`src/hdl/jddq_pkg.sv`:
```
// Package for the joystick dead-zone direction qualifier.
// Holds the controller states, the register indexes, the command and status
// structs, the reset values of the settings and the tilt window bounds.
`default_nettype none

package jddq_pkg;

   typedef enum logic [2:0] {
      ST_IDLE,
      ST_SETUP,
      ST_PREP,
      ST_DIVIDE,
      ST_COMMIT
   } jddq_state_type;

   typedef enum logic [2:0] {
      REG_DEAD_HIGH_X = 3'd0,
      REG_DEAD_LOW_X  = 3'd1,
      REG_DEAD_HIGH_Y = 3'd2,
      REG_DEAD_LOW_Y  = 3'd3,
      REG_SPAN_HIGH_X = 3'd4,
      REG_SPAN_LOW_X  = 3'd5,
      REG_SPAN_HIGH_Y = 3'd6,
      REG_SPAN_LOW_Y  = 3'd7
   } jddq_reg_type;

   typedef struct packed {
      logic capture;
      logic setup;
      logic prep;
      logic step;
      logic commit;
   } jddq_cmd_type;

   typedef struct packed {
      logic out_busy;
   } jddq_status_type;

   localparam int AXES = 2;
   localparam int AXIS_X = 0;
   localparam int AXIS_Y = 1;

   localparam logic [7:0] DEAD_HIGH_RESET = 8'd140;
   localparam logic [7:0] DEAD_LOW_RESET  = 8'd116;
   localparam logic [7:0] SPAN_HIGH_RESET = 8'd115;
   localparam logic [7:0] SPAN_LOW_RESET  = 8'd116;

   localparam logic signed [12:0] ROLL_SIDE_MIN  = 13'sd640;
   localparam logic signed [12:0] ROLL_SIDE_MAX  = 13'sd1920;
   localparam logic signed [12:0] PITCH_FLAT_MAX = 13'sd880;
   localparam logic signed [12:0] PITCH_TILT_MIN = 13'sd560;
   localparam logic signed [12:0] PITCH_TILT_MAX = 13'sd1440;

endpackage

`default_nettype wire

```
`src/hdl/jddq_ctrl.sv`:
```
// Controller state machine of the joystick dead-zone direction qualifier.
// Sequences capture, setup, prep, divider iterations and commit; uses jddq_pkg.
`default_nettype none

module jddq_ctrl #(
   parameter int DIV_STEPS = 23
) (
   input  wire logic                     clock,
   input  wire logic                     reset,
   input  wire logic                     req_valid,
   output logic                          req_stall,
   input  wire jddq_pkg::jddq_status_type status,
   output jddq_pkg::jddq_cmd_type        cmd
);
   import jddq_pkg::*;

   localparam int CNT_W = (DIV_STEPS > 1) ? $clog2(DIV_STEPS) : 1;

   jddq_state_type   state_ff, state_in;
   logic [CNT_W-1:0] count_ff, count_in;

   always_ff @(posedge clock) begin
      if (reset) begin
         state_ff <= ST_IDLE;
         count_ff <= '0;
      end else begin
         state_ff <= state_in;
         count_ff <= count_in;
      end
   end

   always_comb begin
      state_in  = state_ff;
      count_in  = count_ff;
      cmd       = '0;
      req_stall = 1'b1;
      unique case (state_ff)
         ST_IDLE: begin
            req_stall = 1'b0;
            if (req_valid) begin
               cmd.capture = 1'b1;
               state_in    = ST_SETUP;
            end
         end
         ST_SETUP: begin
            cmd.setup = 1'b1;
            state_in  = ST_PREP;
         end
         ST_PREP: begin
            cmd.prep = 1'b1;
            count_in = CNT_W'(DIV_STEPS - 1);
            state_in = ST_DIVIDE;
         end
         ST_DIVIDE: begin
            cmd.step = 1'b1;
            if (count_ff == '0) begin
               state_in = ST_COMMIT;
            end else begin
               count_in = count_ff - 1'b1;
            end
         end
         ST_COMMIT: begin
            if (!status.out_busy) begin
               cmd.commit = 1'b1;
               state_in   = ST_IDLE;
            end
         end
         default: begin
            state_in = ST_IDLE;
         end
      endcase
   end

endmodule

`default_nettype wire

```
`src/hdl/jddq_dpath.sv`:
```
// Datapath of the joystick dead-zone direction qualifier: settings, history,
// dead zones, two bit-serial dividers, tilt and edge logic, output register.
`default_nettype none

module jddq_dpath #(
   parameter int FULL_SCALE      = 100,
   parameter int PRESS_THRESHOLD = 50
) (
   input  wire logic                     clock,
   input  wire logic                     reset,
   input  wire jddq_pkg::jddq_cmd_type   cmd,
   output jddq_pkg::jddq_status_type     status,
   input  wire logic                     csr_write,
   input  wire logic [2:0]               csr_index,
   input  wire logic [7:0]               csr_data,
   input  wire logic [7:0]               req_stick_x,
   input  wire logic [7:0]               req_stick_y,
   input  wire logic signed [12:0]       req_roll_angle,
   input  wire logic signed [12:0]       req_pitch_angle,
   input  wire logic                     req_button_z_down,
   input  wire logic                     req_button_c_down,
   output logic                          rsp_valid,
   input  wire logic                     rsp_stall,
   output logic signed [1:0]             rsp_dir_x,
   output logic signed [1:0]             rsp_dir_y,
   output logic                          rsp_moving,
   output logic signed [15:0]            rsp_percent_x,
   output logic signed [15:0]            rsp_percent_y,
   output logic [3:0]                    rsp_direction_bits,
   output logic [3:0]                    rsp_dir_pressed,
   output logic [3:0]                    rsp_dir_released,
   output logic                          rsp_side_tilted,
   output logic                          rsp_tilted_up,
   output logic                          rsp_tilted_down,
   output logic [3:0]                    rsp_button_edges
);
   import jddq_pkg::*;

   localparam int MUL_W   = $clog2(255 * FULL_SCALE + 1);
   localparam int NUM_W   = MUL_W + 8;
   localparam int CMP_W   = MUL_W + 8;
   localparam int LIM_RAW = FULL_SCALE * 256;
   localparam int LIM     = (LIM_RAW > 32767) ? 32767 : LIM_RAW;
   localparam logic [NUM_W-1:0] LIM_WIDE = NUM_W'(LIM);
   localparam logic [15:0]      LIM_16   = 16'(LIM);

   // Settings and history.
   logic [7:0] dead_high_ff [AXES];
   logic [7:0] dead_low_ff  [AXES];
   logic [7:0] span_high_ff [AXES];
   logic [7:0] span_low_ff  [AXES];
   logic [7:0] last_stick_ff [AXES];
   logic       last_z_ff, last_c_ff;
   logic [3:0] last_dirs_ff;

   // Captured request.
   logic [7:0]        stick_ff [AXES];
   logic signed [12:0] roll_ff, pitch_ff;
   logic              z_ff, c_ff;

   // Per-axis working registers.
   logic [7:0]       d_ff    [AXES];
   logic [7:0]       span_ff [AXES];
   logic             pos_ff  [AXES];
   logic             neg_ff  [AXES];
   logic             beyond_ff [AXES];
   logic [NUM_W-1:0] quot_ff [AXES];
   logic [7:0]       rem_ff  [AXES];

   logic [7:0]       d_in    [AXES];
   logic [7:0]       span_in [AXES];
   logic             pos_in  [AXES];
   logic             neg_in  [AXES];
   logic             beyond_in [AXES];
   logic [NUM_W-1:0] quot_in [AXES];
   logic [7:0]       rem_in  [AXES];
   logic [15:0]      pct_in  [AXES];

   logic             rsp_valid_ff, rsp_valid_in;
   logic [3:0]       dirs_in;
   logic signed [1:0] dx_in, dy_in;
   logic             side_in, up_in, down_in;
   logic [3:0]       edges_in;

   always_ff @(posedge clock) begin
      if (reset) begin
         dead_high_ff[AXIS_X] <= DEAD_HIGH_RESET;
         dead_high_ff[AXIS_Y] <= DEAD_HIGH_RESET;
         dead_low_ff[AXIS_X]  <= DEAD_LOW_RESET;
         dead_low_ff[AXIS_Y]  <= DEAD_LOW_RESET;
         span_high_ff[AXIS_X] <= SPAN_HIGH_RESET;
         span_high_ff[AXIS_Y] <= SPAN_HIGH_RESET;
         span_low_ff[AXIS_X]  <= SPAN_LOW_RESET;
         span_low_ff[AXIS_Y]  <= SPAN_LOW_RESET;
      end else if (csr_write) begin
         unique case (jddq_reg_type'(csr_index))
            REG_DEAD_HIGH_X: dead_high_ff[AXIS_X] <= csr_data;
            REG_DEAD_LOW_X:  dead_low_ff[AXIS_X]  <= csr_data;
            REG_DEAD_HIGH_Y: dead_high_ff[AXIS_Y] <= csr_data;
            REG_DEAD_LOW_Y:  dead_low_ff[AXIS_Y]  <= csr_data;
            REG_SPAN_HIGH_X: span_high_ff[AXIS_X] <= csr_data;
            REG_SPAN_LOW_X:  span_low_ff[AXIS_X]  <= csr_data;
            REG_SPAN_HIGH_Y: span_high_ff[AXIS_Y] <= csr_data;
            REG_SPAN_LOW_Y:  span_low_ff[AXIS_Y]  <= csr_data;
            default: begin
            end
         endcase
      end
   end

   always_ff @(posedge clock) begin
      if (reset) begin
         last_stick_ff[AXIS_X] <= '0;
         last_stick_ff[AXIS_Y] <= '0;
         last_z_ff             <= 1'b0;
         last_c_ff             <= 1'b0;
         last_dirs_ff          <= '0;
         rsp_valid_ff          <= 1'b0;
      end else begin
         rsp_valid_ff <= rsp_valid_in;
         if (cmd.commit) begin
            last_stick_ff[AXIS_X] <= stick_ff[AXIS_X];
            last_stick_ff[AXIS_Y] <= stick_ff[AXIS_Y];
            last_z_ff             <= z_ff;
            last_c_ff             <= c_ff;
            last_dirs_ff          <= dirs_in;
         end
      end
   end

   always_ff @(posedge clock) begin
      if (cmd.capture) begin
         stick_ff[AXIS_X] <= req_stick_x;
         stick_ff[AXIS_Y] <= req_stick_y;
         roll_ff          <= req_roll_angle;
         pitch_ff         <= req_pitch_angle;
         z_ff             <= req_button_z_down;
         c_ff             <= req_button_c_down;
      end
      for (int i = 0; i < AXES; i++) begin
         if (cmd.setup) begin
            d_ff[i]    <= d_in[i];
            span_ff[i] <= span_in[i];
            pos_ff[i]  <= pos_in[i];
            neg_ff[i]  <= neg_in[i];
         end
         if (cmd.prep) begin
            beyond_ff[i] <= beyond_in[i];
         end
         if (cmd.prep || cmd.step) begin
            quot_ff[i] <= quot_in[i];
            rem_ff[i]  <= rem_in[i];
         end
      end
      if (cmd.commit) begin
         rsp_dir_x          <= dx_in;
         rsp_dir_y          <= dy_in;
         rsp_moving         <= (dx_in != 2'sd0) || (dy_in != 2'sd0);
         rsp_percent_x      <= pct_in[AXIS_X];
         rsp_percent_y      <= pct_in[AXIS_Y];
         rsp_direction_bits <= dirs_in;
         rsp_dir_pressed    <= (dirs_in != last_dirs_ff) ? dirs_in : 4'd0;
         rsp_dir_released   <= (dirs_in != last_dirs_ff) ? ~dirs_in : 4'd0;
         rsp_side_tilted    <= side_in;
         rsp_tilted_up      <= up_in;
         rsp_tilted_down    <= down_in;
         rsp_button_edges   <= edges_in;
      end
   end

   // Dead zone, travel and span selection.
   always_comb begin
      for (int i = 0; i < AXES; i++) begin
         pos_in[i]  = 1'b0;
         neg_in[i]  = 1'b0;
         d_in[i]    = '0;
         span_in[i] = span_low_ff[i];
         if (stick_ff[i] < dead_high_ff[i] && stick_ff[i] > dead_low_ff[i]) begin
            span_in[i] = span_high_ff[i];
         end else if (stick_ff[i] >= dead_high_ff[i]) begin
            pos_in[i]  = 1'b1;
            d_in[i]    = stick_ff[i] - dead_high_ff[i];
            span_in[i] = span_high_ff[i];
         end else begin
            neg_in[i]  = 1'b1;
            d_in[i]    = dead_low_ff[i] - stick_ff[i];
         end
      end
   end

   // Numerator load, threshold compare and one restoring division step.
   always_comb begin
      logic [MUL_W-1:0] prod;
      logic [8:0]       rem_shift;
      logic [8:0]       span9;
      logic             ge;
      for (int i = 0; i < AXES; i++) begin
         prod      = MUL_W'(d_ff[i]) * MUL_W'(FULL_SCALE);
         beyond_in[i] = (CMP_W'(d_ff[i]) * CMP_W'(FULL_SCALE)) >
                        (CMP_W'(PRESS_THRESHOLD) * CMP_W'(span_ff[i]));
         rem_shift = {rem_ff[i], quot_ff[i][NUM_W-1]};
         span9     = {1'b0, span_ff[i]};
         ge        = (rem_shift >= span9);
         if (cmd.prep) begin
            quot_in[i] = {prod, 8'd0};
            rem_in[i]  = '0;
         end else begin
            quot_in[i] = {quot_ff[i][NUM_W-2:0], ge};
            rem_in[i]  = ge ? 8'(rem_shift - span9) : rem_shift[7:0];
         end
      end
   end

   // Result assembly.
   always_comb begin
      logic [15:0] mag;
      for (int i = 0; i < AXES; i++) begin
         mag = (quot_ff[i] > LIM_WIDE) ? LIM_16 : quot_ff[i][15:0];
         if (d_ff[i] == 8'd0) begin
            pct_in[i] = '0;
         end else if (neg_ff[i]) begin
            pct_in[i] = 16'(-mag);
         end else begin
            pct_in[i] = mag;
         end
      end

      dirs_in = {beyond_ff[AXIS_Y] & neg_ff[AXIS_Y], beyond_ff[AXIS_Y] & pos_ff[AXIS_Y],
                 beyond_ff[AXIS_X] & neg_ff[AXIS_X], beyond_ff[AXIS_X] & pos_ff[AXIS_X]};

      dx_in = 2'sd0;
      if (last_stick_ff[AXIS_X] != 8'd0) begin
         if (pos_ff[AXIS_X]) begin
            dx_in = 2'sd1;
         end else if (neg_ff[AXIS_X]) begin
            dx_in = -2'sd1;
         end
      end
      dy_in = 2'sd0;
      if (last_stick_ff[AXIS_Y] != 8'd0) begin
         if (pos_ff[AXIS_Y]) begin
            dy_in = -2'sd1;
         end else if (neg_ff[AXIS_Y]) begin
            dy_in = 2'sd1;
         end
      end

      side_in = ((roll_ff > ROLL_SIDE_MIN && roll_ff < ROLL_SIDE_MAX) ||
                 (roll_ff > -ROLL_SIDE_MAX && roll_ff < -ROLL_SIDE_MIN)) &&
                (pitch_ff > -PITCH_FLAT_MAX && pitch_ff < PITCH_FLAT_MAX);
      up_in   = (pitch_ff > PITCH_TILT_MIN && pitch_ff < PITCH_TILT_MAX);
      down_in = (pitch_ff > -PITCH_TILT_MAX && pitch_ff < -PITCH_TILT_MIN);

      edges_in = {~c_ff & last_c_ff, c_ff & ~last_c_ff,
                  ~z_ff & last_z_ff, z_ff & ~last_z_ff};
   end

   always_comb begin
      if (cmd.commit) begin
         rsp_valid_in = 1'b1;
      end else if (rsp_valid_ff && !rsp_stall) begin
         rsp_valid_in = 1'b0;
      end else begin
         rsp_valid_in = rsp_valid_ff;
      end
   end

   assign rsp_valid       = rsp_valid_ff;
   assign status.out_busy = rsp_valid_ff & rsp_stall;

endmodule

`default_nettype wire

```
`src/hdl/joystick_deadzone_direction_qualifier_unit.sv`:
```
// A request is captured, then the controller runs setup, prep, the divide steps
// and commit; W = clog2(255 * FULL_SCALE + 1) + 8 is the step count of the bit-serial
// dividers (23 at the default), one quotient bit per cycle for both axes at once.
// A new request is taken only after the previous one has been committed.
// Reset (synchronous, active high) restores the settings and clears the history.
// Top level: joins the controller jddq_ctrl and the datapath jddq_dpath.
`default_nettype none

module joystick_deadzone_direction_qualifier_unit #(
   parameter int FULL_SCALE      = 100,
   parameter int PRESS_THRESHOLD = 50
) (
   input  wire logic               clock,
   input  wire logic               reset,
   input  wire logic               csr_write,
   input  wire logic [2:0]         csr_index,
   input  wire logic [7:0]         csr_data,
   input  wire logic               req_valid,
   output logic                    req_stall,
   input  wire logic [7:0]         req_stick_x,
   input  wire logic [7:0]         req_stick_y,
   input  wire logic signed [12:0] req_roll_angle,
   input  wire logic signed [12:0] req_pitch_angle,
   input  wire logic               req_button_z_down,
   input  wire logic               req_button_c_down,
   output logic                    rsp_valid,
   input  wire logic               rsp_stall,
   output logic signed [1:0]       rsp_dir_x,
   output logic signed [1:0]       rsp_dir_y,
   output logic                    rsp_moving,
   output logic signed [15:0]      rsp_percent_x,
   output logic signed [15:0]      rsp_percent_y,
   output logic [3:0]              rsp_direction_bits,
   output logic [3:0]              rsp_dir_pressed,
   output logic [3:0]              rsp_dir_released,
   output logic                    rsp_side_tilted,
   output logic                    rsp_tilted_up,
   output logic                    rsp_tilted_down,
   output logic [3:0]              rsp_button_edges
);
   import jddq_pkg::*;

   localparam int DIV_STEPS = $clog2(255 * FULL_SCALE + 1) + 8;

   jddq_cmd_type    cmd;
   jddq_status_type status;

   jddq_ctrl #(
      .DIV_STEPS(DIV_STEPS)
   ) u_ctrl (
      .clock    (clock),
      .reset    (reset),
      .req_valid(req_valid),
      .req_stall(req_stall),
      .status   (status),
      .cmd      (cmd)
   );

   jddq_dpath #(
      .FULL_SCALE     (FULL_SCALE),
      .PRESS_THRESHOLD(PRESS_THRESHOLD)
   ) u_dpath (
      .clock             (clock),
      .reset             (reset),
      .cmd               (cmd),
      .status            (status),
      .csr_write         (csr_write),
      .csr_index         (csr_index),
      .csr_data          (csr_data),
      .req_stick_x       (req_stick_x),
      .req_stick_y       (req_stick_y),
      .req_roll_angle    (req_roll_angle),
      .req_pitch_angle   (req_pitch_angle),
      .req_button_z_down (req_button_z_down),
      .req_button_c_down (req_button_c_down),
      .rsp_valid         (rsp_valid),
      .rsp_stall         (rsp_stall),
      .rsp_dir_x         (rsp_dir_x),
      .rsp_dir_y         (rsp_dir_y),
      .rsp_moving        (rsp_moving),
      .rsp_percent_x     (rsp_percent_x),
      .rsp_percent_y     (rsp_percent_y),
      .rsp_direction_bits(rsp_direction_bits),
      .rsp_dir_pressed   (rsp_dir_pressed),
      .rsp_dir_released  (rsp_dir_released),
      .rsp_side_tilted   (rsp_side_tilted),
      .rsp_tilted_up     (rsp_tilted_up),
      .rsp_tilted_down   (rsp_tilted_down),
      .rsp_button_edges  (rsp_button_edges)
   );

endmodule

`default_nettype wire
```
`config.mk`:
```
export PLATFORM = sky130hd
export DESIGN_NAME = joystick_deadzone_direction_qualifier_unit
export DESIGN_NICKNAME = d
export VERILOG_FILES = /design/src/hdl/jddq_pkg.sv /design/src/hdl/jddq_ctrl.sv /design/src/hdl/jddq_dpath.sv /design/src/hdl/joystick_deadzone_direction_qualifier_unit.sv
export SDC_FILE = /design/constraint.sdc
export NUM_CORES = 1
export LEC_CHECK = 0
export ABC_AREA = 1
export BUFFER_PORTS_ARGS = -buffer_cell sky130_fd_sc_hd__buf_2
export CAP_MARGIN = 20
export CORE_ASPECT_RATIO = 1.75
export CORE_MARGIN = 2
export CORE_UTILIZATION = 53
export CTS_BUF_LIST = sky130_fd_sc_hd__clkbuf_4
export CTS_CLUSTER_SIZE = 10
export DETAILED_ROUTE_END_ITERATION = 10
export PLACE_DENSITY_LB_ADDON = 0.2
export SLEW_MARGIN = 20
export SYNTH_ARGS = -nofsm -noshare
export SYNTH_HDL_FRONTEND = slang
export SYNTH_SLANG_ARGS = --single-unit
```
`constraint.sdc`:
```
create_clock -name clock -period 6.25 [get_ports clock]
set_clock_uncertainty 0.2 [all_clocks]
set_input_delay 0.625 -clock clock [delete_from_list [all_inputs] [get_ports clock]]
set_output_delay 0.625 -clock clock [all_outputs]
set_load 0.02 [all_outputs]
```
# [Word-level counts from Yosys, hierarchy flattened]
# Memories as Yosys holds them, arrays and structs flattened.
# Index checks and enable logic that the tools add are counted.
[totals] ramBits=196 elab_cells=241 reg_bits=99 mem_count=13 output_inout_bits=58 input_bits=60
[op_classes] n_mul=6 eq_ne=16 n_mux=103 n_lt_le_gt_ge=22 reduce_logical=26 bitwise=24 n_addsub=9
[memory_table] name="u_dpath.quot_ff" depth=2 word_bits=23 read_ports=2 rd_ports_with_merged_regs=0 wr=2 line="jddq_dpath.sv:67" source="logic [NUM_W-1:0] quot_ff [AXES];"
[memory_table] name="u_dpath.d_ff" depth=2 word_bits=8 read_ports=2 rd_ports_with_merged_regs=0 wr=2 line="jddq_dpath.sv:62" source="logic [7:0] d_ff [AXES];"
[memory_table] name="u_dpath.dead_high_ff" depth=2 word_bits=8 read_ports=2 rd_ports_with_merged_regs=0 wr=2 line="jddq_dpath.sv:48" source="logic [7:0] dead_high_ff [AXES];"
[memory_table] name="u_dpath.dead_low_ff" depth=2 word_bits=8 read_ports=2 rd_ports_with_merged_regs=0 wr=2 line="jddq_dpath.sv:49" source="logic [7:0] dead_low_ff [AXES];"
[memory_table] name="u_dpath.last_stick_ff" depth=2 word_bits=8 read_ports=2 rd_ports_with_merged_regs=0 wr=2 line="jddq_dpath.sv:52" source="logic [7:0] last_stick_ff [AXES];"
[memory_table] name="u_dpath.rem_ff" depth=2 word_bits=8 read_ports=2 rd_ports_with_merged_regs=0 wr=2 line="jddq_dpath.sv:68" source="logic [7:0] rem_ff [AXES];"
[memory_table] name="7 more memories"
[op_table] cell="$mux 8" n=22
[op_table] cell="$mux 1" n=64
[op_table] cell="$mux 16" n=4
[op_table] cell="$mul 8x5->13 const B" n=4
[op_table] cell="$sub 8x8->8" n=6
[op_table] cell="$gt 23x15->1 const B" n=2
[op_table] cell="$mux 23" n=2
[op_table] cell="$gt 13x11->1 const B" n=3
[op_table] cell="$lt 13x11->1 const B" n=3
[op_table] cell="$neg 16->16" n=2
[op_table] cell="$gt 15x14->1" n=2
[op_table] cell="$gt 13x12->1 const B" n=2
[op_table] cell="$lt 13x12->1 const B" n=2
[op_table] cell="$mul 5x8->13 const A" n=2
[op_table] cell="$ge 9x8->1" n=2
[op_table] cell="$ge 8x8->1" n=2
[op_table] cell="$gt 8x8->1" n=2
[op_table] cell="$logic_not 8->1" n=2
[op_table] cell="$lt 8x8->1" n=2
[op_table] cell="$reduce_bool 8->1" n=2
[op_table] cell="$eq 3x3->1 const B" n=5
[op_table] cell="$pmux 3 s5" n=1
[op_table] cell="$eq 3x2->1 const B" n=4
[op_table] cell="$mux 2" n=5
[op_table] cell="other kinds (20)" n=59

# [Logic depth before layout (Yosys ltp)]
# Gate-level depths: netlist (run 1).
[depth] ltp_word=7 depth_mapped=23 mapped_depth_nobuf=23

# [Cells and area by module]
# A second synthesis (run 1) with hierarchy kept.
[hier_totals] hier_cells=1827 hier_area_um2=17762.0
[modules_own_cells] module="jddq_dpath" n_inst=1 cells_per_inst=1757 area_each_um2=17276.6 seq_area_each_um2=8548.2
[modules_own_cells] module="jddq_ctrl" n_inst=1 cells_per_inst=70 area_each_um2=485.5 seq_area_each_um2=160.2

# [Worst setup path before layout (run 1)]
# No wires, ideal clock.
[synth_path] path_kind="reg-to-reg" from="register u_ctrl.state_ff[1]" to="register u_ctrl.count_ff[4]" period_less_slack_ns=4.510 t_arrival_ns=4.178 n_path_buf=0 setup_ns=0.132 slack_ns=1.740 t_required_ns=5.918 path_stages_with_launch=10 cell_sequence="dfxtp_1 inv_2 nor2_1 nand2_1 a31oi_2 nor2_1 nor3_2 nand2_1 a21oi_1 a21oi_1"
[synth_between] elab_chain_cells=3 word_cells_on_any_way=6 cone_classes="eq/ne: 3; mux: 1; reduce/logical: 2"
[synth_rtl] element="start, declared" line="jddq_ctrl.sv:19" source="jddq_state_type state_ff, state_in;"
[synth_rtl] element="start signal, assigned" line="jddq_ctrl.sv:27" source="state_ff <= state_in;"
[synth_rtl] element="$eq 3x2->1" line="jddq_ctrl.sv:37" source="unique case (state_ff)"
[synth_rtl] element="$ne 2x2->1 (no source line) / $reduce_bool 2->1 (equally long branches)"
[synth_rtl] element="$reduce_and 2->1 (no source line)"
[synth_rtl] element="end signal, assigned" line="jddq_ctrl.sv:28" source="count_ff <= count_in;"
[synth_rtl] element="end, declared" line="jddq_ctrl.sv:20" source="logic [CNT_W-1:0] count_ff, count_in;"
# Parallel ways exist; a longest one is shown, timed or not.
# A chain may end at the register's enable or synchronous reset.

==> flow_metrics.env, run 1 <==
export IMPL_status="finished clean"
export IMPL_yosysTopAreaCellShare=0.474
export IMPL_r2r_end="u_dpath.beyond_ff[0][0]"
export IMPL_drc=0
export IMPL_boundaryPins=118
export IMPL_ant_nets=0
export IMPL_worstSkewPairLatency_ns=0.75
export IMPL_grt_usage=0.234
export IMPL_htree_levels=3
export IMPL_syn_avg_cell_area_sq_um=9.65
export IMPL_synth_warning_count=0
export IMPL_root_buffer="clkbuf_4"
export IMPL_synth_edf_count=280
export IMPL_hold_slack_ns=0.0659
export IMPL_post_cts_buffers=0
export IMPL_dr_pass1_iters=7
export IMPL_p_leak_uw=0.00933
export IMPL_hold_violations=0
export IMPL_timing_reg2reg_setup_slack_ns=2.03
export IMPL_setup_viol=0
export IMPL_fin_tns_setup_ns=0
export IMPL_setup_ws_ns=2.03
export IMPL_hp_start="reset"
export IMPL_synthTopCellsByCount="358 x nand2_1, 280 x edfxtp_1, 273 x inv_1"
export IMPL_post_cts_resized=0
export IMPL_slew_limit_headroom=0.292
export IMPL_area_delta_synth_final_pct=13.3
export IMPL_gp_congestion=0.950
export IMPL_layout_cells_non_filler=2507
export IMPL_crit_path_frequent_cell="nand2_1"
export IMPL_synth_fp_nets=2112
export IMPL_largest_reg_flops=46
export IMPL_start_kind="flop"
export IMPL_seq_area_frac_synth=0.491
export IMPL_power_uw=6840
export IMPL_wl_per_cell_um=15.7
export IMPL_pre_cts_slack_ns=2.07
export IMPL_core_rowCount=88
export IMPL_hold_depth=2
export IMPL_min_period_ns=4.22
export IMPL_cts_hold_buf=46
export IMPL_async_flop_share=0
export IMPL_fmax_ghz=0.237
export IMPL_hold_path_endpoint="u_ctrl.state_ff[1]"
export IMPL_cts_tree="done"
export IMPL_cts_buffers_inserted=70
export IMPL_placed_cells=2338
export IMPL_synthesis_area_sq_mm=0.0177
export IMPL_cts_max_path_buffers=3
export IMPL_worstPathArrival_ns=4.52
export IMPL_critPathMaxStageDelay_ns=0.49
export IMPL_cpLargestDelayFamily="adder cells"
export IMPL_cap_violations=0
export IMPL_rsz0062_at_grt="false"
export IMPL_yosysTopAreaCell="edfxtp_1"
export IMPL_drive_above_1_share=0.140
export IMPL_path_max_fanout=4
export IMPL_yosysUniqueCellTypes=59
export IMPL_hpwl_mm=30.2
export IMPL_vias=13200
export IMPL_hold_path_class="input port to flop"
export IMPL_ys_flop_type="edfxtp_1"
export IMPL_crit_chain="ha_1 > ha_1 > inv_1 > fa_1 > inv_1 > ha_1 > nand3_1 > nand3_1 > nand2_1 > nand2_1 > nand2_1 > a21oi_1 > nor2_1 > nor2_1 > nor2_1 > xor2_1 > ha_1 > nand2_1 > nor3_1 > a221oi_1 > nand2_1 > nand2_1 > nand2_1"
export IMPL_critPathBufInv=2
export IMPL_die_area_sq_mm=0.0350
export IMPL_via_per_inst=5.26
export IMPL_tightest_slew_ns=1.05
export IMPL_crit_start="u_dpath.span_ff[0][3]"
export IMPL_end_kind="flop"
export IMPL_grt_pass1_wl_mm=63.8
export IMPL_synth_area_leaders="edfxtp_1 47%, ha_1 14%, nand2_1 7.6%"
export IMPL_fill_cells=2787
export IMPL_regMostFlops="u_dpath.quot_ff"
export IMPL_initial_utilization=0.538
export IMPL_core_sq_mm=0.0329
export IMPL_slowest_stage="fa_1"
export IMPL_io_buffers=117
export IMPL_grt_pass1_vias=13700
export IMPL_postRouteWirelength_mm=39.5
export IMPL_clkTransAtPathRegs_ns=0.08
export IMPL_setup_worst_path_class="flop to flop"
export IMPL_antenna_found_initial=1
export IMPL_drt_iter0_markers=619
export IMPL_ys_ff_latch=295
export IMPL_ir_drop_mv=0.250
export IMPL_clock_sinks=295
export IMPL_r2r_start="u_dpath.span_ff[0][3]"
export IMPL_die_y_um=246
export IMPL_nets=2327
export IMPL_power_density_mw_per_mm2=341
export IMPL_grt_max_degree=63
export IMPL_yosysMostFrequentCell="nand2_1"
export IMPL_r2r_cells=23
export IMPL_drv_slew=0
export IMPL_synthCells=1836
export IMPL_crit_required_ns=6.55
export IMPL_die_w_um=142
export IMPL_timing_final_crit_share=0.675
export IMPL_grt_overflow=0
-- worst max-delay path by stage --
stage	to	slack (ns)	depth (start not counted)
6_report	u_dpath.beyond_ff[0][0]	2.03	23
5_1_grt	u_dpath.beyond_ff[0][0]	1.72	23
4_1_cts	u_dpath.beyond_ff[0][0]	2.04	23
3_5_place_dp	u_dpath.beyond_ff[0][0]	2.07	23
3_3_place_gp	u_dpath.beyond_ff[0][0]	2.13	23
2_1_floorplan	u_ctrl.count_ff[4]	1.74	9
-- cell families after synthesis --
family	share of synthesized area
compound gates	0.0855
xor+xnor	0.0292
fa+ha+maj	0.160
buf+inv	0.0702
flops	0.491
simple gates	0.164
-- metrics by stage --
step,util,cell area [sq um]
after floorplan,-,17700
after global placement,0.569,18700
after detailed placement,0.569,18700
after CTS,0.610,20100
after global routing,0.610,20100
final,0.610,20100
-- per-layer routing --
layer,global-route usage,share of wire,vias up
met3,0.0389,0.038,117
met2,0.454,0.56,311
li1,-,-,6665
met4,0.138,0.052,0
met5,0,0,-
met1,0.227,0.35,6098
-- final cells by class --
class | instances | area (sq um) | share of cell area
diodes | 1 | 2.50 | 0.000125
clock buffers | 94 | 706 | 0.0351
clock inverters | 28 | 191 | 0.00954
inverters | 289 | 1080 | 0.0540
multi-input cells | 1227 | 7790 | 0.388
flip-flops and latches | 295 | 8710 | 0.434
well taps | 405 | 507 | 0.0252
repair buffers | 168 | 1080 | 0.0540
-- where the power goes --
group / switching, uW / internal (uW)
Sequential: 150 / 2450
Combinational: 1620 / 1050
Clock: 778 / 794
-- cells in the final DEF, fill, tap and decap left out, types with 8 or more instances in the layout --
cell type      netlist  layout
nand2_1            358     358
edfxtp_1           280     280
inv_1              273     272
ha_1               198     198
nor2_1             188     185
buf_2                4     117
a21oi_1            111     111
clkbuf_4             1      94
o21ai_0             73      72
nand3_1             52      52
dlygate4sd3_1        0      46
xor2_1              39      39
xnor2_1             20      20
nor3_1              19      19
fa_1                18      18
nand4_1             17      17
inv_2               14      16
o21ai_1             14      15
dfxtp_1             15      15
clkinv_1             2      13
or2_2               12      12
o22ai_1             11      11
o21bai_1            10      10
nand2_2             10      10
clkinv_2             0       9
nor4_1               8       8
(Power assumes the default switching activity.)
==> inputs of run 2 (changes only) <==
Settings changed: ABC_AREA 1 to 0.
Clock period 6.25 ns to 4.01 ns, I/O delays scaled along.
==> flow_metrics.env, run 2 <==
export IMPL_io_buffers=117
export IMPL_status="complete, but fails checks"
export IMPL_seq_area_frac_synth=0.499
export IMPL_grt_usage=0.229
export IMPL_mostFrequentLayoutCell="edfxtp_1"
export IMPL_grt_overflow=0
export IMPL_worstPathArrival_ns=4.37
export IMPL_ys_ff_latch=295
export IMPL_vias=12800
export IMPL_gp_congestion=0.903
export IMPL_area_delta_synth_final_pct=20.2
export IMPL_boundaryPins=118
export IMPL_rsz0062_at_grt="true"
export IMPL_yosysTopAreaCellShare=0.482
export IMPL_via_per_inst=5.64
export IMPL_fill_cells=2513
export IMPL_min_period_ns=4.13
export IMPL_dr_pass1_iters=5
export IMPL_synthesis_area_sq_mm=0.0174
export IMPL_yosysMostFrequentCell="edfxtp_1"
export IMPL_place_area_sq_mm=0.0189
export IMPL_pre_cts_slack_ns=-0.328
export IMPL_initial_utilization=0.539
export IMPL_root_buffer="clkbuf_4"
export IMPL_synth_edf_count=280
export IMPL_nets=2096
export IMPL_core_rowCount=87
export IMPL_power_density_mw_per_mm2=676
export IMPL_async_flop_share=0
export IMPL_die_y_um=244
export IMPL_yosysTopAreaCell="edfxtp_1"
export IMPL_synth_warning_count=0
export IMPL_synthCells=1533
export IMPL_fmax_ghz=0.242
export IMPL_die_area_sq_mm=0.0344
export IMPL_start_kind="flop"
export IMPL_crit_required_ns=4.25
export IMPL_p_leak_uw=0.00862
export IMPL_wl_per_cell_um=17.4
export IMPL_finalInstanceArea_sq_mm=0.0209
export IMPL_cts_buffers_inserted=67
export IMPL_ir_drop_mv=0.335
export IMPL_htree_levels=3
export IMPL_synthTopCellsByCount="280 x edfxtp_1, 198 x ha_1, 124 x inv_1"
export IMPL_hold_path_class="input port to flop"
export IMPL_clock_sinks=295
export IMPL_synth_fp_nets=1809
export IMPL_syn_avg_cell_area_sq_um=11.4
export IMPL_violations="negative setup slack"
export IMPL_cts_tree="done"
export IMPL_setup_viol=1
export IMPL_slew_limit_headroom=0.406
export IMPL_final_cell_mix="280 x edfxtp_1, 170 x ha_1, 118 x nor2_1"
export IMPL_postRouteWirelength_mm=39.5
export IMPL_fin_tns_setup_ns=-0.119
export IMPL_utilization=0.648
export IMPL_largest_reg_flops=46
export IMPL_yosysUniqueCellTypes=68
export IMPL_grt_pass1_vias=13100
export IMPL_multi_input_area_sq_mm=0.00868
export IMPL_tightest_slew_ns=0.891
export IMPL_ant_nets=0
export IMPL_ys_flop_type="edfxtp_1"
export IMPL_grt_pass1_wl_mm=62.5
export IMPL_worstSkewPairLatency_ns=0.75
export IMPL_antenna_found_initial=1
export IMPL_clkTransAtPathRegs_ns=0.08
export IMPL_core_sq_mm=0.0323
export IMPL_setup_worst_path_class="flop to flop"
export IMPL_drive_above_1_share=0.223
export IMPL_die_w_um=141
export IMPL_drv_slew=0
export IMPL_path_max_fanout=3
export IMPL_hpwl_mm=28.6
export IMPL_grt_max_degree=66
export IMPL_regMostFlops="u_dpath.quot_ff"
export IMPL_hold_slack_ns=0.145
export IMPL_end_kind="flop"
export IMPL_seq_area_sq_mm=0.00871
export IMPL_timing_final_crit_share=1.03
export IMPL_hold_violations=0
export IMPL_drc=0
export IMPL_synth_area_leaders="edfxtp_1 48%, ha_1 14%, inv_1 2.7%"
export IMPL_setup_ws_ns=-0.119
export IMPL_cap_violations=0
export IMPL_drt_iter0_markers=629
export IMPL_cts_max_path_buffers=3
run 2: path summary, 6_finish.rpt:
check,startpoint,end,slack [ns],cells after the start
max,u_dpath.span_ff[0][2],u_dpath.beyond_ff[0][0],-0.12,16
min,req_stick_y[5],u_dpath.stick_ff[0][13],0.14,2
max reg2reg,u_dpath.span_ff[0][2],u_dpath.beyond_ff[0][0],-0.12,16
min reg2reg,u_dpath.last_c_ff,u_dpath.last_c_ff,0.27,2
run 2: logic make-up (layout without fill, tap and decap cells):
| group | Yosys count | after routing | synth area share |
|---|---|---|---|
| AO/OA/AOI/OAI | 264 | 264 | 0.0999 |
| XOR/XNOR | 77 | 77 | 0.0387 |
| adder cells (fa/ha/maj) | 216 | 216 | 0.163 |
| buffers and inverters | 155 | 485 | 0.0336 |
| flip-flops | 295 | 295 | 0.499 |
| multiplexers | 39 | 39 | 0.0243 |
| other | 0 | 1 | 0 |
| AND/OR/NAND/NOR | 487 | 487 | 0.141 |
run 2: where the power goes:
group	internal [uW]	switching, uW	total (uW)
combinational	3480	4010	7490
clock	1180	1180	2360
sequential	4020	297	4320
total	8680	5480	14200
run 2: timing repair:
action | CTS | global route
endpoints found under the hold margin | 177 | 0
setup buffers | 9 | 5
hold buffers | 62 | 0
gates resized for setup | 43 | 34
setup endpoints to repair | 2 | 2
pin swaps | 27 | 36
run 2: stage by stage:
step                      total power [uW]  instances
after floorplan                       8940       1533
after global placement               10600       2075
after detailed placement             10800       2075
after CTS                            13700       2258
after global routing                 15300       2264
final                                14200       2264
run 2: layout make-up:
cell class	count	area share
Sequential cell	295	0.416
Multi-Input combinational cell	1083	0.414
Timing Repair Buffer	248	0.0836
Clock buffer	97	0.0348
Tap cell	400	0.0239
Inverter	125	0.0224
Clock inverter	15	0.00526
Antenna cell	1	0.000119
run 2: worst max-delay path, cell delays in order (launching register included):
cell      delay [ns]
edfxtp_1        0.46
ha_1            0.33
ha_1            0.22
fa_1            0.55
ha_4            0.21
a21o_1          0.19
a21oi_2         0.17
o21ai_2         0.09
o41ai_2         0.25
xor2_1          0.20
ha_1            0.26
and4_1          0.18
nand4_1         0.11
buf_4           0.12
nor2_1          0.03
nor3_1          0.16
o21ai_1         0.08
run 2: layer usage:
metal / global-route usage / routed length [um] / share of wire / up-vias
met3: 0.0325 / 1600 / 0.041 / 92
met2: 0.442 / 22000 / 0.56 / 360
met4: 0.121 / 1680 / 0.042 / 0
li1: - / - / - / 6242
met5: 0 / 0 / 0 / -
met1: 0.235 / 14200 / 0.36 / 6075
==> inputs of run 3 (changes only) <==
--- a/config.mk
+++ b/config.mk
@@ -7,3 +7,2 @@
 export LEC_CHECK = 0
-export ABC_AREA = 0
 export BUFFER_PORTS_ARGS = -buffer_cell sky130_fd_sc_hd__buf_2
@@ -12,3 +11,3 @@
 export CORE_MARGIN = 2
-export CORE_UTILIZATION = 53
+export CORE_UTILIZATION = 63
 export CTS_BUF_LIST = sky130_fd_sc_hd__clkbuf_4
--- a/constraint.sdc
+++ b/constraint.sdc
@@ -4,2 +4,2 @@
 set_output_delay 0.401 -clock clock [all_outputs]
-set_load 0.02 [all_outputs]
+set_load 0.005 [all_outputs]
==> flow_metrics.env, run 3 (synthesized netlist as in run 2, its figures left out) <==
export IMPL_power_uw=13900
export IMPL_hold_depth=2
export IMPL_min_period_ns=4.12
export IMPL_area_delta_synth_final_pct=18.7
export IMPL_grt_pass1_vias=13500
export IMPL_root_buffer="clkbuf_4"
export IMPL_wl_per_cell_um=18.1
export IMPL_boundaryPins=118
export IMPL_pre_cts_slack_ns=-0.251
export IMPL_grt_usage=0.281
export IMPL_ant_nets=0
export IMPL_end_kind="flop"
export IMPL_tightest_slew_ns=0.924
export IMPL_setup_viol=2
export IMPL_status="complete, but fails checks"
export IMPL_final_cell_mix="280 x edfxtp_1, 184 x ha_1, 122 x inv_1"
export IMPL_regMostFlops="u_dpath.quot_ff"
export IMPL_drive_above_1_share=0.209
export IMPL_io_buffers=117
export IMPL_cap_violations=0
export IMPL_hold_path_class="input port to flop"
export IMPL_grt_max_degree=64
export IMPL_worstPathArrival_ns=4.41
export IMPL_antenna_found_initial=2
export IMPL_drv_slew=0
export IMPL_power_density_mw_per_mm2=670
export IMPL_cts_tree="done"
export IMPL_core_rowCount=80
export IMPL_p_leak_uw=0.00862
export IMPL_worstSkewPairLatency_ns=0.79
export IMPL_largest_reg_flops=46
export IMPL_setup_worst_path_class="flop to flop"
export IMPL_gp_congestion=0.947
export IMPL_nets=2096
export IMPL_r2r_cells=15
export IMPL_start_kind="flop"
export IMPL_grt_overflow=0
export IMPL_postRouteWirelength_mm=40.6
export IMPL_vias=13000
export IMPL_violations="negative setup slack"
export IMPL_fill_cells=1836
export IMPL_cts_max_path_buffers=3
export IMPL_hold_slack_ns=0.0566
export IMPL_grt_pass1_wl_mm=63.5
export IMPL_rsz0062_at_grt="true"
export IMPL_via_per_inst=5.80
export IMPL_clock_sinks=295
export IMPL_place_area_sq_mm=0.0189
export IMPL_initial_utilization=0.640
export IMPL_setup_ws_ns=-0.109
export IMPL_r2r_end="u_dpath.beyond_ff[0][0]"
export IMPL_dr_pass1_iters=8
export IMPL_hold_path_endpoint="u_dpath.span_high_ff[0][0]"
export IMPL_die_area_sq_mm=0.0291
export IMPL_clkTransAtPathRegs_ns=0.07
export IMPL_die_y_um=224
export IMPL_finalInstanceArea_sq_mm=0.0207
export IMPL_fmax_ghz=0.243
export IMPL_htree_levels=3
export IMPL_path_max_fanout=3
export IMPL_core_sq_mm=0.0272
export IMPL_ir_drop_mv=0.360
export IMPL_drc=0
export IMPL_drt_iter0_markers=675
export IMPL_hp_start="csr_write"
export IMPL_cts_buffers_inserted=69
export IMPL_r2r_start="u_dpath.span_ff[0][3]"
export IMPL_slew_limit_headroom=0.382
export IMPL_hold_violations=0
export IMPL_timing_reg2reg_setup_slack_ns=-0.11
export IMPL_die_w_um=130
export IMPL_hpwl_mm=28.5
export IMPL_timing_final_crit_share=1.03
export IMPL_mostFrequentLayoutCell="edfxtp_1"
export IMPL_crit_required_ns=4.30
run 3: worst max-delay path: stages (launching register included):
cell and delay, ns:
edfxtp_1 0.47, ha_1 0.34, ha_1 0.29, inv_1 0.05, fa_1 0.51, inv_2 0.05, ha_4 0.24, a21oi_2 0.17
o21ai_2 0.08, o41ai_2 0.34, xor2_1 0.12, ha_1 0.31, and4_1 0.18, nand4_1 0.13, nor4b_2 0.27, o21ai_1 0.08
run 3: area by class of cell:
type                       count  area, sq um  area share
sequential                   295         8710       0.421
clock buffer                  95          713      0.0344
antenna                        2         5.00    0.000242
clock inverter                23          130     0.00629
timing repair buffer         246         1730      0.0835
inverter                     125          469      0.0227
tap                          369          462      0.0223
multi-input combinational   1083         8490       0.410
run 3: metal layers:
layer,track usage,up-vias,wire length [um]
li1,-,6249,-
met1,0.282,6163,14300
met2,0.524,430,22100
met3,0.0475,149,1810
met4,0.170,0,2350
met5,0,-,0
run 3: timing repair:
action | 4_1_cts | 5_1_grt
endpoints found under the hold margin | 135 | 0
pin swaps | 24 | 23
setup buffers | 9 | 4
cloned | 0 | 0
hold buffers | 60 | 0
endpoints found under the setup margin | 2 | 2
resized for setup | 29 | 15
run 3: power by group:
group	internal [uW]	switching, uW	leakage [uW]
registers	4020	280	0.00276
clock network	1170	1220	0.000497
logic	3280	3890	0.00537
run 3: through the flow:
| step | cells | TNS, ns | utilization |
|---|---|---|---|
| 6_report | 2238 | -0.154 | 0.760 |
| 5_1_grt | 2238 | -0.531 | 0.760 |
| 4_1_cts | 2231 | -0.00856 | 0.755 |
| 3_5_place_dp | 2044 | -0.352 | 0.693 |
| 3_3_place_gp | 2044 | -0.121 | 0.693 |
| 2_1_floorplan | 1533 | 0 | - |
run 3: worst max-delay path by stage:
stage,from,to,slack [ns]
6_report,u_dpath.span_ff[0][3],u_dpath.beyond_ff[0][0],-0.11
5_1_grt,u_dpath.span_ff[0][3],u_dpath.beyond_ff[0][0],-0.29
4_1_cts,u_dpath.d_ff[0][2],u_dpath.beyond_ff[0][0],-0.009
3_5_place_dp,u_dpath.span_ff[0][3],u_dpath.beyond_ff[0][0],-0.25
3_3_place_gp,u_dpath.span_ff[0][3],u_dpath.beyond_ff[0][0],-0.12
2_1_floorplan,u_dpath.span_ff[0][3],u_dpath.beyond_ff[0][0],0.004
